### config.mk
export PLATFORM = sky130hd
export DESIGN_NAME = eamat_queue
export DESIGN_NICKNAME = d
export VERILOG_FILES = /design/src/design/eamat_pkg.sv /design/src/design/eamat_queue.sv
export SDC_FILE = /design/constraint.sdc
export NUM_CORES = 1
export LEC_CHECK = 0
export ABC_AREA = 1
export BUFFER_PORTS_ARGS = -buffer_cell sky130_fd_sc_hd__buf_2
export CAP_MARGIN = 15
export CORE_MARGIN = 4
export CORE_UTILIZATION = 33
export DETAILED_ROUTE_END_ITERATION = 6
export PLACE_DENSITY = 0.56
export SLEW_MARGIN = 40
export SYNTH_ARGS = -nofsm -noshare
export SYNTH_HDL_FRONTEND = slang
export SYNTH_SLANG_ARGS = --single-unit
### constraint.sdc
create_clock -name clk -period 5.7 [get_ports clk]
set_clock_uncertainty 0.05 [all_clocks]
set_input_delay 0.855 -clock clk [delete_from_list [all_inputs] [get_ports clk]]
set_output_delay 0.855 -clock clk [all_outputs]
set_load 0.005 [all_outputs]
### src/design/eamat_pkg.sv
// eamat_pkg: shared constants, types and helpers for the euler angle to matrix block
// no dependencies
package eamat_pkg;

    localparam int ANGLE_BITS   = 16;
    localparam int FRAC_BITS    = 14;
    localparam int OUT_BITS     = FRAC_BITS + 2;
    localparam int CORDIC_STEPS = 30;
    localparam int TURN_BITS    = 32;
    localparam int CW           = 34;   // cordic datapath width, q30 plus headroom
    localparam int SCW          = 32;   // sine and cosine width after cordic
    localparam int PW           = 64;   // q60 product width
    localparam int QUEUE_DEPTH  = 2;
    localparam int QA           = $clog2(QUEUE_DEPTH);
    localparam int QC           = $clog2(QUEUE_DEPTH + 1);
    localparam int BACK_STAGES  = CORDIC_STEPS + 5;
    localparam int ENTRY_SHIFT  = 60 - FRAC_BITS;

    localparam logic signed [CW-1:0] CORDIC_GAIN = 34'sd652032874;

    localparam logic [TURN_BITS-1:0] ATAN_TURN [CORDIC_STEPS] = '{
        32'd536870912, 32'd316933406, 32'd167458907, 32'd85004756, 32'd42667331,
        32'd21354465, 32'd10679838, 32'd5340245, 32'd2670163, 32'd1335087,
        32'd667544, 32'd333772, 32'd166886, 32'd83443, 32'd41722,
        32'd20861, 32'd10430, 32'd5215, 32'd2608, 32'd1304,
        32'd652, 32'd326, 32'd163, 32'd81, 32'd41,
        32'd20, 32'd10, 32'd5, 32'd3, 32'd1
    };

    typedef logic signed [OUT_BITS-1:0] entry_t;

    typedef struct packed {
        logic                 flip;
        logic signed [CW-1:0] z;
    } lane_prep_t;

    // lane 0 roll, lane 1 pitch, lane 2 yaw
    typedef lane_prep_t [2:0] angle_prep_t;

    typedef struct packed {
        logic full;
        logic empty;
    } queue_status_t;

    // fold the angle into the cordic range, remembering a half turn flip
    function automatic lane_prep_t prep_angle(input logic [ANGLE_BITS-1:0] angle);
        logic [TURN_BITS-1:0] a;
        logic [TURN_BITS-1:0] t;
        lane_prep_t           p;
        a = TURN_BITS'(angle) << (TURN_BITS - ANGLE_BITS);
        t = a + 32'h4000_0000;
        p.flip = t[TURN_BITS-1];
        if (p.flip)
        begin
            a = a + 32'h8000_0000;
        end
        p.z = CW'(signed'(a));
        return p;
    endfunction

    // round q60 half up to the output fraction, clamp to +-1.0
    function automatic entry_t finish_entry(input logic signed [PW-1:0] q);
        logic signed [PW-1:0] v;
        logic signed [PW-1:0] lim;
        v   = (q + (PW'(1) <<< (ENTRY_SHIFT - 1))) >>> ENTRY_SHIFT;
        lim = PW'(1) <<< FRAC_BITS;
        if (v > lim)
        begin
            v = lim;
        end
        if (v < -lim)
        begin
            v = -lim;
        end
        return OUT_BITS'(v);
    endfunction

endpackage

### src/design/eamat_queue.sv
// eamat_queue: short queue of folded angle triples between front and back
// depends on eamat_pkg
module eamat_queue (
    input  logic                     clk,
    input  logic                     rst_n,
    input  logic                     push,
    input  eamat_pkg::angle_prep_t   push_data,
    input  logic                     pop,
    output eamat_pkg::angle_prep_t   pop_data,
    output eamat_pkg::queue_status_t status
);

    eamat_pkg::angle_prep_t           slot_reg [eamat_pkg::QUEUE_DEPTH];
    logic [eamat_pkg::QA-1:0]         wr_ptr_reg, wr_ptr_next;
    logic [eamat_pkg::QA-1:0]         rd_ptr_reg, rd_ptr_next;
    logic [eamat_pkg::QC-1:0]         count_reg, count_next;

    assign status.full  = (count_reg == eamat_pkg::QC'(eamat_pkg::QUEUE_DEPTH));
    assign status.empty = (count_reg == '0);
    assign pop_data     = slot_reg[rd_ptr_reg];

    always_comb
    begin
        wr_ptr_next = push ? wr_ptr_reg + 1'b1 : wr_ptr_reg;
        rd_ptr_next = pop ? rd_ptr_reg + 1'b1 : rd_ptr_reg;
        count_next  = count_reg;
        if (push && !pop)
        begin
            count_next = count_reg + 1'b1;
        end
        else if (pop && !push)
        begin
            count_next = count_reg - 1'b1;
        end
    end

    always_ff @(posedge clk or negedge rst_n)
    begin
        if (!rst_n)
        begin
            wr_ptr_reg <= '0;
            rd_ptr_reg <= '0;
            count_reg  <= '0;
        end
        else
        begin
            wr_ptr_reg <= wr_ptr_next;
            rd_ptr_reg <= rd_ptr_next;
            count_reg  <= count_next;
        end
    end

    always_ff @(posedge clk)
    begin
        if (push)
        begin
            slot_reg[wr_ptr_reg] <= push_data;
        end
    end

endmodule

==> qor.yml <==
n_fill_cell: 2141
root_buffer: "clkbuf_16"
multi_input_comb_area_mm2: 0.00142
cts_repair_resize_count: 0
syn-cell-area_mm2: 0.00794
antenna_found_initial: 1
commonest_cells_after_routing_fill_and_taps_aside: "215 x buf_2, 210 x edfxtp_1, 65 x mux2_2, 40 x mux2_4, 24 x clkbuf_16"
path_class: "reg -> out"
clock_path_buffers: 3
worst_setup_hold_path_clk_slew_ns: 0.06
tritoncts_clock_tree: "done"
source_to_sink_clock_delay_at_the_later_pin_of_the_worst_skew_pair_ns: 0.51
largest_register_ffs: 210
worst-endpoint-arrival_ns: 2.57
route.detailed.wl_per_inst_um: 16.7
vias_per_cell: 4.29
final_nets: 696
routed-via-count: 3954
cts_hold_buf: 0
std_cell_rows: 56
power_frac_seq: 0.455
finalCritPeriodShare: 0.609
synth_nets: 462
max_clock_freq_mhz: 288
vdd_ir_drop_max_v: 0.000296
dieWidth_um: 163
power_report.internal_total_mw: 3.57
timing.critical_path.to_type: "output port"
port-buffer-count: 215
syn-instance-count: 352
critPathMaxFanout: 42
maximum_number_of_pins_on_one_net_before_global_route_repair: 75
min_period_ns: 3.47
area_growth_syn_to_layout_pct: 27.2
ioPinCount: 216
comb_power_share: 0.258
seqCellArea_mm2: 0.00641
hold_violations: 0
numCtsBuffers: 24
routed_wl_mm: 15.4
final_common_cell: "buf_2"
global_route.overflow_total: 0
setup_viol: 0
cts.sinks: 214
post-cts-setup-buffer-count: 0
grt_pass1_wl_mm: 23.5
drv_slew: 0
drt_pre_antenna_iters: 4
yosysWarnings: 0
grt.total_usage: 0.112
relSlewSlack: 0.497
clkPwrFrac: 0.286
max_slew.worst_pin.slew_ns: 0.755
design.core.area_mm2: 0.0235
synth.ff_latch_count: 214
max_cap_viol_count: 0
grt_setup_unrepaired: "no"
worst_ep_required_time_ns: 4.80
p_per_area_mw_per_mm2: 482
detail_route.iter0.violations: 132
power_mw: 4.87
swShare: 0.266
gpl.final_weighted_congestion: 0.688
fin_setup_tns_ns: 0
htreeDepth: 1
initial_utilization: 0.337
hpwlAfterDp_mm: 10.3
drive_above_1_share: 0.605
antenna_cells: 0
result_of_the_run: "completed"
hp-class: "in -> async"
floorplan.die.height_um: 163
vias_in_the_first_global_route: 4404
power.switching_mw: 1.30
synth.yosys.seq_area_share: 0.807
power.leakage_nw: 3.91
detail_route.drc_violations: 0
critPathLaunchType: "flip-flop"
die_area_mm2: 0.0266
syn_avg_cell_area_um2: 22.6
synth.distinct_cells: 14
final_antenna_net_count: 0
kinds of logic (layout without fill, tap and decap cells):
kind of cell | after synthesis | after routing | share of synthesized area
flip-flops | 214 | 214 | 0.807
multiplexers | 105 | 105 | 0.168
AND/OR/NAND/NOR | 10 | 10 | 0.00520
adder cells (fa/ha/maj) | 1 | 1 | 0.00158
buffers and inverters | 19 | 270 | 0.0156
XOR/XNOR | 3 | 3 | 0.00331
power by group through the flow:
stage | clock network, mW | logic, mW | registers, mW
detailed placement | 0 | 1.30 | 2.25
finish | 1.39 | 1.26 | 2.22
global route | 1.51 | 1.38 | 2.25
global placement | 0 | 1.28 | 2.24
CTS | 1.45 | 1.30 | 2.22
floorplan | 0 | 0.854 | 2.20
critical path, cell delays in order (launching register included):
cell and delay [ns]:
dfrtp_4 0.78, buf_4 0.68, mux2_2 0.41, buf_2 0.13
Yosys cell counts:
library cell	count	share of area
buf_2	6	0.0038
buf_6	6	0.0085
dfrtp_1	4	0.013
edfxtp_1	210	0.79
ha_1	1	0.0016
inv_1	7	0.0033
mux2_2	65	0.092
mux2_4	40	0.076
nand2_1	5	0.0024
nand3_1	1	0.00063
nand4_1	1	0.00079
nor2_1	3	0.0014
xnor2_1	1	0.0011
xor2_1	2	0.0022
final timing paths:
| path | from | to | slack, ns | cells after the start |
|---|---|---|---|---|
| setup / recovery | rd_ptr_reg$_DFFE_PN0P_ | pop_data[6] | 2.23 | 3 |
| hold / removal | rst_n | wr_ptr_reg$_DFFE_PN0P_ | 0.09 | 1 |
| setup reg to reg | wr_ptr_reg$_DFFE_PN0P_ | slot_reg[1][17]$_DFFE_PP_ | 3.63 | 3 |
| hold reg to reg | count_reg[1]$_DFFE_PN0P_ | count_reg[1]$_DFFE_PN0P_ | 0.48 | 2 |
| max in group asynchronous | rst_n | rd_ptr_reg$_DFFE_PN0P_ | 5.38 | 1 |
| min in group clk | pop | rd_ptr_reg$_DFFE_PN0P_ | 0.47 | 2 |
routing by layer:
metal	share of wire	track usage
met3	0.095	0.0409
met4	0.023	0.0339
met5	0.00045	0
met1	0.38	0.126
met2	0.50	0.198
per-stage QoR:
stage	hold WS (ns)	instances	worst slack [ns]	cell area, µm²	utilization
finish	0.0854	922	2.23	10100	0.429
global route	0.0615	922	2.06	10100	0.429
CTS	0.0518	922	2.14	10100	0.429
detailed placement	0.467	879	2.72	9370	0.398
global placement	0.427	879	2.74	9370	0.398
floorplan	0.413	352	1.62	7950	-
cell type report:
class | instances | area share
sequential | 214 | 0.634
multi-input combinational | 119 | 0.141
timing repair buffer | 220 | 0.110
clock buffer | 30 | 0.0646
tap | 319 | 0.0395
clock inverter | 13 | 0.00780
inverter | 7 | 0.00310
No activity file was read; power rests on OpenSTA's default activity.
